[src/rtl/cmn_pkg.sv]
// Shared types and constants for the cepstral mean normalizer.
// No dependencies; imported by every module of the block.
package cmn_pkg;

    localparam int VAL_W = 32;       // coefficient width
    localparam int CFG_W = 5;        // coefs_per_frame register width
    localparam int STAT_W = 2;

    localparam logic [CFG_W-1:0] CFG_RESET = 5'd13;

    localparam logic ACT_LOAD = 1'b0;
    localparam logic ACT_EMIT = 1'b1;

    localparam logic [STAT_W-1:0] ST_OK      = 2'd0;
    localparam logic [STAT_W-1:0] ST_FULL    = 2'd1;
    localparam logic [STAT_W-1:0] ST_NOTHING = 2'd2;
    localparam logic [STAT_W-1:0] ST_SAT     = 2'd3;

    // divider control from the sequencer
    typedef struct packed {
        logic start;
        logic negate;
    } div_ctl_t;

endpackage

[src/rtl/cmn_divider.sv]
// Shared restoring divider, one quotient bit per cycle, sign applied at the end.
// Depends on cmn_pkg for the control struct.
module cmn_divider #(
    parameter int DD_W = 42,
    parameter int DV_W = 10
) (
    input  logic              clk,
    input  logic              rst_n,
    input  cmn_pkg::div_ctl_t ctl,
    input  logic [DD_W-1:0]   dividend,   // magnitude
    input  logic [DV_W-1:0]   divisor,    // nonzero
    output logic              done,
    output logic [DD_W-1:0]   quotient
);
    import cmn_pkg::*;

    localparam int CNT_W = $clog2(DD_W + 1);

    logic             busy_reg;
    logic             done_reg;
    logic             neg_reg;
    logic [CNT_W-1:0] cnt_reg;
    logic [DD_W-1:0]  quo_reg;
    logic [DV_W-1:0]  rem_reg;
    logic [DV_W-1:0]  dvs_reg;

    logic [DV_W:0]    trial;
    logic [DV_W:0]    diff;
    logic             fits;
    logic [DV_W-1:0]  rem_next;

    assign trial    = {rem_reg, quo_reg[DD_W-1]};
    assign diff     = trial - {1'b0, dvs_reg};
    assign fits     = trial >= {1'b0, dvs_reg};
    assign rem_next = fits ? diff[DV_W-1:0] : trial[DV_W-1:0];

    always_ff @(posedge clk or negedge rst_n)
    begin
        if (!rst_n)
        begin
            busy_reg <= 1'b0;
            done_reg <= 1'b0;
            cnt_reg  <= '0;
        end
        else if (ctl.start)
        begin
            busy_reg <= 1'b1;
            done_reg <= 1'b0;
            cnt_reg  <= CNT_W'(DD_W);
        end
        else if (busy_reg)
        begin
            cnt_reg <= cnt_reg - CNT_W'(1);
            if (cnt_reg == CNT_W'(1))
            begin
                busy_reg <= 1'b0;
                done_reg <= 1'b1;
            end
        end
        else
        begin
            done_reg <= 1'b0;
        end
    end

    always_ff @(posedge clk)
    begin
        if (ctl.start)
        begin
            quo_reg <= dividend;
            rem_reg <= '0;
            dvs_reg <= divisor;
            neg_reg <= ctl.negate;
        end
        else if (busy_reg)
        begin
            quo_reg <= {quo_reg[DD_W-2:0], fits};
            rem_reg <= rem_next;
        end
    end

    assign done     = done_reg;
    assign quotient = neg_reg ? (~quo_reg + DD_W'(1)) : quo_reg;

endmodule

[config.mk]
export PLATFORM = sky130hd
export DESIGN_NAME = cmn_divider
export DESIGN_NICKNAME = d
export VERILOG_FILES = /design/src/rtl/cmn_pkg.sv /design/src/rtl/cmn_divider.sv
export SDC_FILE = /design/constraint.sdc
export NUM_CORES = 1
export LEC_CHECK = 0
export BUFFER_PORTS_ARGS = -buffer_cell sky130_fd_sc_hd__buf_2
export CAP_MARGIN = 5
export CORE_ASPECT_RATIO = 0.5
export CORE_MARGIN = 4
export CORE_UTILIZATION = 25
export DETAILED_ROUTE_END_ITERATION = 8
export PLACE_DENSITY = 0.43
export RECOVER_POWER = 100
export SETUP_SLACK_MARGIN = 0.15
export SLEW_MARGIN = 5
export SYNTH_ARGS = -nofsm -noshare
export SYNTH_HDL_FRONTEND = slang
export SYNTH_SLANG_ARGS = --single-unit
export TNS_END_PERCENT = 50
[constraint.sdc]
create_clock -name clk -period 2.85 [get_ports clk]
set_input_delay 0.4275 -clock clk [delete_from_list [all_inputs] [get_ports clk]]
set_output_delay 0.4275 -clock clk [all_outputs]
set_load 0.01 [all_outputs]
[After elaboration in Yosys (flattened, before gate mapping)]
Index checks and enable logic that the tools add are counted.
Cells by class
  add/sub/neg operators: 3
  multiply operators: 0
  div/mod/pow operators: 0
  $lt $le $gt $ge: 1
  equality and inequality tests: 2
  shift-type cells: 0
  multiplexer cells: 12
  bitwise gates (word level): 1
  reductions and logical operators: 1
Operators by type and width (count)
  $mux W42: 3
  $add A42 B1 Y42 const B: 1
  $not A42 Y42: 1
  $mux W6: 2
  $ge A11 B10 Y1: 1
  $mux W10: 1
  $sub A10 B10 Y10: 1
  $eq A6 B1 Y1 const B: 1
  $mux W1: 6
  $sub A6 B1 Y6 const B: 1
  $ne A3 B2 Y1 const B: 1
  $reduce_bool A2 Y1: 1
Word-level totals
  register bits after elaboration: 71
  bits in latches: 0
  RAM bits: 0
  ROM bits: 0
  bits of input ports: 56
  output and inout bits: 43
  logic and storage cells: 27
  memories kept: 0

[Logic depth before layout (Yosys ltp)]
Gate-level depths: netlist of run 1.
  word-level depth: 4
  gate-level depth with buffers: 9
  mapped depth without buffers: 9

[Least setup slack after synthesis of run 1]
Ideal clock, no wire load.
  path type: register to output
  start point: register quo_reg[33]
  end point: output quotient[41]
  arrival time: 2.246 ns
  required time: 2.423 ns
  path slack: 0.176 ns
  stages on the path, launching flop included: 6
  buffers on the path: 0
  cell sequence: edfxtp_1 -> or4_4 -> or4_4 -> or4_4 -> o31ai_2 -> xnor2_1
Between the ends
  longest elaborated chain between the ends: 3
Ends and longest elaborated chain
  start, declared: RTL line cmn_divider.sv:23  | logic [DD_W-1:0] quo_reg;
  start signal, assigned: RTL line cmn_divider.sv:70  | quo_reg <= dividend;
  start signal, assigned: RTL line cmn_divider.sv:77  | quo_reg <= {quo_reg[DD_W-2:0], fits};
  $not A42 Y42: RTL line cmn_divider.sv:83  | assign quotient = neg_reg ? (~quo_reg + DD_W'(1)) : quo_reg;
  $add A42 B1 Y42: RTL line cmn_divider.sv:83
  $mux W42: RTL line cmn_divider.sv:83
  end, declared: RTL line cmn_divider.sv:13  | output logic [DD_W-1:0] quotient
Every way passes these cells.

[Worst setup path after layout of run 1]
  start point: register quo_reg[31]
  end point: output quotient[41]
The elaborated chain is that of the path after synthesis.

==> flow_metrics.tcl, run 1 <==
set metrics [dict create \
    status "finished, violations left" \
    violations "setup timing" \
    worstSkewPairLatency_ps 330 \
    largest_reg_flops 42 \
    synth_fa_ha_area_frac 0.0423 \
    async_flop_share 0.113 \
    synthXorXnorAreaFrac 0.0973 \
    diodes 0 \
    numCtsBuffers 9 \
    synth_top_family_by_area "compound AO/OA/AOI/OAI gates" \
    max_cap_viol_count 0 \
    fp-row-count 33 \
    dpl.hpwl_mm 8.64 \
    finalMaxSlewViolations 0 \
    synth_edf_count 53 \
    holdCritPathClass "primary input to flip-flop" \
    root_buffer "clkbuf_16" \
    vdd_drop_max_mv 0.277 \
    end_kind "output port" \
    synth_mux_area_frac 0.104 \
    synth_simple_gate_area_share 0.123 \
    syn-mean-instance-area_um2 10.9 \
    vias_per_cell 4.61 \
    critPathArrivalTime_ps 2620 \
    fp.dieW_um 194 \
    final-hold-violation-count 0 \
    syn_area_mm2 0.00432 \
    antenna_found_initial 0 \
    grt_pass1_vias 3617 \
    cp-start-kind "flip-flop" \
    worst-path-max-fanout 2 \
    synth-compound-area-share 0.136 \
    p_comb_frac 0.340 \
    synth.yosys.seq_area_share 0.461 \
    tightest_slew_ps 1310 \
    numClockSinks 71 \
    cts_max_level 3 \
    finalCritPeriodShare 1.07 \
    grtUsageTotal 0.122 \
    power.density_mw_per_mm2 678 \
    start_util 0.260 \
    finalWorstSetupSlack_ps -195 \
    drive_gt1_frac 0.431 \
    wl_per_cell_um 15.4 \
    syn_nets 465 \
    power.share.clock 0.309 \
    vias 3548 \
    crit_required_ps 2420 \
    finalWirelength_mm 11.8 \
    ys_ff_latch 71 \
    relSlewSlack 0.127 \
    die_area_mm2 0.0196 \
    fillers 1731 \
    place_area_mm2 0.00525 \
    drt-initial-drc-count 132 \
    switching_share 0.323 \
    total_leakage_power_uw 0.00241 \
    fmax_mhz 328 \
    place_congestion 0.767 \
    drc 0 \
    p_int_uw 2740 \
    detail-route-antenna-nets 0 \
    synth-main-ff-cell "edfxtp_1" \
    cts.clk_slew.worst_paths_ps 60 \
    io_buffers 98 \
    finalSetupViolCount 16 \
    fin_nets 608 \
    grt_max_degree 43 \
    setup_tns_ps -1250 \
    p_total_uw 4050 \
    tritoncts "yes" \
    seq_power_share 0.352 \
    fin_area_mm2 0.00597 \
    dieHeight_um 101 \
    yosysWarningCount 0 \
    min_period_ps 3050 \
    ios 99 \
    clock_tree.buffer_depth 2 \
    synthCells 395 \
    switching_power_uw 1310 \
    grt_overflow 0 \
    syn2layout_area_growth_pct 38.2 \
    dpl_worst_slack_ps -39.9 \
    drtPass1Iterations 4 \
    core-area_mm2 0.0166 \
    ys_types 51 \
    grt_pass1_wl_mm 19.2 \
    rsz0062_at_grt "yes" \
    critPathKind "flip-flop to output port" \
    fin_skew_ps 10.5 \
]
metrics by stage:
| stage | instances | utilization | hold WS, ps |
|---|---|---|---|
| after floorplan | 395 | - | 132 |
| after global placement | 732 | 0.315 | 285 |
| after detailed placement | 732 | 0.315 | 277 |
| after CTS | 758 | 0.354 | 256 |
| after global routing | 770 | 0.359 | 252 |
| final | 770 | 0.359 | 270 |
timing repair:
| item | in CTS | in global routing |
|---|---|---|
| setup buffers | 9 | 12 |
| pin swaps | 16 | 17 |
| cloned | 0 | 0 |
| endpoints found under the setup margin | 33 | 34 |
| gates resized for setup | 47 | 5 |
| hold buffers | 1 | 0 |
| hold endpoints to repair | 8 | 0 |
synthesized netlist by cell type, types with 5 or more instances:
| library cell | n | share of area |
|---|---|---|
| dfrtp_1 | 8 | 0.046 |
| a21oi_1 | 9 | 0.010 |
| nand2_1 | 29 | 0.025 |
| dfxtp_1 | 10 | 0.046 |
| xnor2_1 | 44 | 0.089 |
| nand3_1 | 11 | 0.013 |
| nor3_1 | 5 | 0.0058 |
| o21ai_0 | 27 | 0.031 |
| o41ai_1 | 6 | 0.012 |
| inv_1 | 21 | 0.018 |
| a311oi_1 | 6 | 0.012 |
| nor2_1 | 21 | 0.018 |
| clkbuf_1 | 14 | 0.012 |
| ha_1 | 13 | 0.038 |
| edfxtp_1 | 53 | 0.37 |
| mux2_2 | 40 | 0.10 |
| o31ai_1 | 17 | 0.030 |
area by class of cell:
class	instances	area (um2)	share of cell area
multi-input combinational	286	2410	0.404
sequential	71	1990	0.334
timing repair buffer	149	873	0.146
tap	227	284	0.0476
clock buffer	12	256	0.0430
inverter	21	78.8	0.0132
clock inverter	4	68.8	0.0115
routing by layer:
metal	wire [um]	global-route usage	vias up	part of all wire
li1	-	-	1763	-
met1	5700	0.161	1717	0.48
met2	5650	0.204	56	0.48
met3	360	0.0314	12	0.030
met4	108	0.0297	0	0.0091
met5	0	0	-	0
worst paths after layout:
check	end	slack [ps]	cells past startpoint	from
min reg2reg	done$_DFFE_PN0P_	490	2	done$_DFFE_PN0P_
max	quotient[41]	-200	6	quo_reg[31]$_DFFE_PP_
max reg2reg	rem_reg[6]$_SDFFE_PP0P_	380	7	rem_reg[5]$_SDFFE_PP0P_
max in group asynchronous	cnt_reg[0]$_DFFE_PN0P_	1990	2	rst_n
min in group asynchronous	busy_reg$_DFF_PN0_	550	2	rst_n
min	dvs_reg[0]$_DFFE_PP_	270	1	divisor[0]
power by group through the flow:
| stage | clock (uW) | sequential (uW) | combinational [uW] |
|---|---|---|---|
| after CTS | 1280 | 1430 | 1370 |
| final | 1250 | 1420 | 1370 |
| after global placement | 0 | 1440 | 1340 |
| after detailed placement | 0 | 1440 | 1330 |
| after global routing | 1330 | 1450 | 1550 |
| after floorplan | 0 | 1410 | 890 |
layout by cell type (no fill, tap or decap), types with 3 or more instances in the layout:
cell type	instances
o31ai_4	5
dfrtp_1	8
xnor2_1	44
buf_6	4
inv_1	21
mux2_2	39
clkbuf_16	9
nor3_1	3
o21ai_0	18
o211ai_1	3
o31ai_1	8
nand4_1	3
clkbuf_1	7
buf_2	94
a31oi_1	3
o21ai_1	5
a311oi_1	6
nand2_1	27
and3_1	4
nor2_1	21
dfxtp_1	10
or4_4	5
a21oi_1	9
o31ai_2	5
o21ai_2	4
buf_4	42
nand3_1	8
edfxtp_1	53
a21o_1	3
xor2_1	4
ha_1	13
worst max-delay path, cell delays in order (launching register included):
cell and delay (ps):
edfxtp_1 380, or4_4 560, or4_4 430, or4_4 450, o31ai_4 190, xnor2_1 130, buf_2 150
logic make-up (layout without fill, tap and decap cells):
kind of cell | after synthesis | after routing
DFF | 71 | 71
muxes | 40 | 40
xor gates and xnor gates | 48 | 48
buffers and inverters | 38 | 186
adders and majority gates | 14 | 14
and+or+nand+nor | 98 | 98
AOI/OAI and AO/OA | 86 | 86
No activity file was read; power rests on OpenSTA's default activity.
==> run 2, diff against run 1 <==
--- a/config.mk
+++ b/config.mk
@@ -8,7 +8,6 @@
 export BUFFER_PORTS_ARGS = -buffer_cell sky130_fd_sc_hd__buf_2
 export CAP_MARGIN = 5
 export CORE_ASPECT_RATIO = 0.5
-export CORE_MARGIN = 4
 export CORE_UTILIZATION = 25
 export DETAILED_ROUTE_END_ITERATION = 8
 export PLACE_DENSITY = 0.43
==> run 2 against run 1 <==
  * The run ends with capacitance limit, slew limit, setup timing left
  * Non-clock buffer count down 2
  * Sequential share of layout area decreased by 0.41 points
  * Global-route usage grew 0.93 points
  * Core utilization increased by 0.44 points
==> flow_metrics.tcl, run 2 (synthesized netlist as in run 1, its figures left out) <==
set metrics [dict create \
    vdd_drop_max_mv 0.272 \
    hold_path_depth 1 \
    io_buffers 98 \
    r2r_slack_ps 370 \
    core-area_mm2 0.0166 \
    dpl.hpwl_mm 8.02 \
    rr_endpoint "quo_reg[16]$_DFFE_PP_" \
    cp-start-kind "flip-flop" \
    numCtsBuffers 9 \
    holdCritPathClass "primary input to flip-flop" \
    ios 99 \
    largest_reg_flops 42 \
    drive_gt1_frac 0.440 \
    global_route.usage.met3 0.0331 \
    dp.cells 731 \
    drtPass1Iterations 4 \
    grt_pass1_vias 3466 \
    detail-route-antenna-nets 0 \
    diodes 0 \
    critPathKind "flip-flop to output port" \
    rsz0062_at_grt "yes" \
    worst_r2r_path_depth 4 \
    finalMaxSlewViolations 29 \
    final_common_cell "buf_2" \
    tritoncts "yes" \
    clock_tree.buffer_depth 2 \
    syn2layout_area_growth_pct 39.9 \
    total_leakage_power_uw 0.00244 \
    finalSetupViolCount 15 \
    drt-initial-drc-count 153 \
    final-hold-violation-count 0 \
    fmax_mhz 324 \
    fp-row-count 33 \
    hp-start "divisor[0]" \
    setup_tns_ps -1390 \
    mostFrequentLayoutCells "93 x buf_2, 53 x edfxtp_1, 41 x xnor2_1" \
    finalWirelength_mm 11.4 \
    fp.dieW_um 188 \
    wl_per_cell_um 14.8 \
    vias 3563 \
    place_congestion 0.740 \
    die_area_mm2 0.0178 \
    finalCritPeriodShare 1.08 \
    finalWorstSetupSlack_ps -235 \
    vias_per_cell 4.64 \
    dieHeight_um 94.9 \
    grt_max_degree 43 \
    power.density_mw_per_mm2 680 \
    relSlewSlack -0.0457 \
    antenna_found_initial 0 \
    violations "capacitance limit, slew limit, setup timing" \
    grt_overflow 0 \
    grt_pass1_wl_mm 18.2 \
    cts_max_level 3 \
    end_kind "output port" \
    min_to "dvs_reg[0]$_DFFE_PP_" \
    fin_skew_ps 6.62 \
    top_usage_layer "met2" \
    grtUsageTotal 0.131 \
    root_buffer "clkbuf_16" \
    fin_nets 606 \
    max_cap_viol_count 1 \
    cts.clk_slew.worst_paths_ps 60 \
    r2r_start "busy_reg$_DFF_PN0_" \
    crit_required_ps 2420 \
    status "finished, violations left" \
    worst-path-max-fanout 2 \
    use_met2 0.215 \
    min_period_ps 3090 \
    critPathArrivalTime_ps 2660 \
    drc 0 \
    worstSkewPairLatency_ps 340 \
    tightest_slew_ps 1570 \
    stdcell_count 768 \
    grt_use_met1 0.173 \
    start_util 0.260 \
    numClockSinks 71 \
    p_total_uw 4110 \
]
run 2: changes by cell type in the layout (fill, tap and decap cells not counted), sizes merged:
cell,change
clkinvlp,+1
clkinv,+1
clkbuf,-2
bufinv,+1
buf,-3
run 2: cell type report:
cell class,instances,area (um2)
Fill cell,1689,10600
Multi-Input combinational cell,286,2460
Sequential cell,71,1990
Timing Repair Buffer,147,886
Tap cell,227,284
Clock buffer,9,225
Clock inverter,7,111
Inverter,21,78.8
run 2: timing repair:
action,CTS,global route
gates resized for setup,52,16
hold buffers,1,0
setup buffers,8,12
pin swaps,18,15
setup endpoints to repair,33,35
endpoints found under the hold margin,8,0
run 2: worst max-delay path by stage:
stage / start / end / slack (ps) / depth (start not counted)
floorplan: quo_reg[33]$_DFFE_PP_ / quotient[41] / 180 / 5
global route: quo_reg[32]$_DFFE_PP_ / quotient[41] / -330 / 6
finish: quo_reg[31]$_DFFE_PP_ / quotient[41] / -240 / 6
CTS: quo_reg[31]$_DFFE_PP_ / quotient[41] / -290 / 6
detailed placement: quo_reg[4]$_DFFE_PP_ / quotient[36] / -50 / 7
global placement: quo_reg[4]$_DFFE_PP_ / quotient[36] / 10 / 7
run 2: where the power goes:
part	internal (uW)	switching, uW	leakage, uW
Combinational	649	735	0.00155
Clock	849	442	0.000163
Sequential	1280	151	0.000729
run 2: metrics by stage:
step / cell area [um2] / util / worst slack, ps / hold WS, ps
floorplan: 4320 / - / 176 / 132
global placement: 5240 / 0.315 / 10.8 / 286
detailed placement: 5240 / 0.315 / -46.2 / 286
CTS: 5900 / 0.355 / -291 / 244
global route: 6040 / 0.363 / -327 / 243
finish: 6040 / 0.363 / -235 / 263
run 2: layer usage:
layer	share of wire	routed length, um	vias up
met3	0.035	401	8
met1	0.48	5480	1737
met5	0	0	-
met2	0.48	5440	61
li1	-	-	1757
met4	0.0072	82	0
run 2: critical path: stages, from the launching register on:
cell,delay [ps]
edfxtp_1,380
or4_4,560
or4_4,430
or4_4,460
o31ai_4,200
xnor2_1,140
buf_2,150
==> run 3, diff against run 2 <==
--- a/config.mk
+++ b/config.mk
@@ -11,7 +11,6 @@
 export CORE_UTILIZATION = 25
 export DETAILED_ROUTE_END_ITERATION = 8
 export PLACE_DENSITY = 0.43
-export RECOVER_POWER = 100
 export SETUP_SLACK_MARGIN = 0.15
 export SLEW_MARGIN = 5
 export SYNTH_ARGS = -nofsm -noshare
==> run 3 against run 2 <==
  * The run ends with setup timing left
  * Setup slack is essentially flat
  * Register-to-register slack gained 60 ps
  * Core utilization grew 0.17 points
  * Flip-flop and latch count is the same
  * Final cell count is the same
  * Routed wire length is essentially flat
  * Clock power is essentially flat
==> flow_metrics.tcl, run 3 (synthesized netlist as in run 1, its figures left out) <==
set metrics [dict create \
    fin_skew_ps 6.20 \
    holdCritPathClass "primary input to flip-flop" \
    p_comb_frac 0.337 \
    rr_endpoint "rem_reg[2]$_SDFFE_PP0P_" \
    grt_pass1_vias 3466 \
    finalWorstSetupSlack_ps -235 \
    tightest_slew_ps 630 \
    crit_path_start "quo_reg[31]$_DFFE_PP_" \
    violations "setup timing" \
    tritoncts "yes" \
    numClockSinks 71 \
    max_cap_viol_count 0 \
    crit_required_ps 2420 \
    power.density_mw_per_mm2 678 \
    wl_per_cell_um 14.8 \
    cts_max_level 3 \
    final-hold-violation-count 0 \
    switching_share 0.324 \
    vias 3555 \
    status "finished, violations left" \
    final_common_cell "buf_2" \
    grt_max_degree 43 \
    switching_power_uw 1330 \
    grt_pass1_wl_mm 18.2 \
    vdd_drop_max_mv 0.274 \
    io_buffers 98 \
    core-area_mm2 0.0166 \
    start_util 0.260 \
    min_to "dvs_reg[0]$_DFFE_PP_" \
    die_area_mm2 0.0178 \
    worst_r2r_path_depth 6 \
    ios 99 \
    finalMaxSlewViolations 0 \
    drt-initial-drc-count 154 \
    largest_reg_flops 42 \
    drtPass1Iterations 4 \
    drive_gt1_frac 0.453 \
    antenna_found_initial 0 \
    end_kind "output port" \
    diodes 0 \
    clock_tree.buffer_depth 2 \
    hp-start "divisor[0]" \
    p_int_uw 2780 \
    total_leakage_power_uw 0.00247 \
    fin_util 0.365 \
    min_period_ps 3080 \
    cts.clk_slew.worst_paths_ps 60 \
    fillers 1684 \
    syn2layout_area_growth_pct 40.5 \
    power.share.clock 0.315 \
    worstSkewPairLatency_ps 340 \
    root_buffer "clkbuf_16" \
    fin_nets 606 \
    dpl_worst_slack_ps -46.2 \
    dpl.hpwl_mm 8.02 \
    detail-route-antenna-nets 0 \
    critPathKind "flip-flop to output port" \
    worst-path-max-fanout 2 \
    finalWirelength_mm 11.4 \
    dp.cells 731 \
    place_congestion 0.740 \
    fmax_mhz 324 \
    r2r_slack_ps 430 \
    seq_power_share 0.348 \
    stdcell_count 768 \
    critPathArrivalTime_ps 2660 \
    grtUsageTotal 0.131 \
    finalSetupViolCount 15 \
    fp-row-count 33 \
    r2r_start "rem_reg[5]$_SDFFE_PP0P_" \
    fp.dieW_um 188 \
    drc 0 \
    hold_path_depth 1 \
    mostFrequentLayoutCells "98 x buf_2, 53 x edfxtp_1, 41 x xnor2_1" \
    numCtsBuffers 9 \
    finalCritPeriodShare 1.08 \
    grt_overflow 0 \
    vias_per_cell 4.63 \
    rsz0062_at_grt "yes" \
    dieHeight_um 94.9 \
    cp-start-kind "flip-flop" \
    relSlewSlack 0.580 \
    p_total_uw 4120 \
]
==> run 3: changes by cell type in the layout (fill, tap and decap cells not counted), sizes merged <==
cell    change
buf         +9
clkbuf      -9
==> run 3: cell type report <==
type | instances | area, um2 | share of cell area
flip-flops and latches | 71 | 1990 | 0.328
inverters | 21 | 78.8 | 0.0130
well taps | 227 | 284 | 0.0468
clock inverters | 7 | 111 | 0.0183
multi-input cells | 286 | 2460 | 0.406
clock buffers | 9 | 225 | 0.0371
repair buffers | 147 | 915 | 0.151
==> run 3: how the worst max path moves through the flow <==
stage                    to  cells after the start
5_1_grt        quotient[41]                      6
6_report       quotient[41]                      6
3_5_place_dp   quotient[36]                      7
4_1_cts        quotient[41]                      6
2_1_floorplan  quotient[41]                      5
3_3_place_gp   quotient[36]                      7
==> run 3: timing repair <==
action | 4_1_cts | 5_1_grt
resized for setup | 52 | 16
setup buffers | 8 | 12
endpoints found under the setup margin | 33 | 35
cloned | 0 | 0
pin swaps | 18 | 15
hold endpoints to repair | 8 | 0
hold buffers | 1 | 0
==> run 3: power groups by stage <==
stage / logic, uW / registers (uW) / clock network, uW
after floorplan: 890 / 1410 / 0
after global placement: 1320 / 1440 / 0
after detailed placement: 1310 / 1440 / 0
after CTS: 1360 / 1430 / 1330
after global routing: 1550 / 1460 / 1370
final: 1390 / 1430 / 1290
==> run 3: routing by layer <==
| layer | routed length, um | vias to the layer above | track usage |
|---|---|---|---|
| met5 | 0 | - | 0 |
| met1 | 5530 | 1725 | 0.173 |
| met3 | 393 | 11 | 0.0331 |
| met2 | 5380 | 61 | 0.215 |
| met4 | 105 | 0 | 0.0366 |
| li1 | - | 1758 | - |
==> run 3: worst max-delay path, cell delays in order, from the launching register on <==
cell and delay [ps]:
edfxtp_1 380, or4_4 560, or4_4 430, or4_4 460, o31ai_4 190, xnor2_1 140, buf_2 150
==> run 3: through the flow <==
stage	setup TNS (ps)	hold WS (ps)	area (um2)
global placement	0	286	5240
finish	-1430	261	6070
global route	-4490	243	6070
detailed placement	-46.2	286	5240
CTS	-3390	244	5900
floorplan	0	132	4320
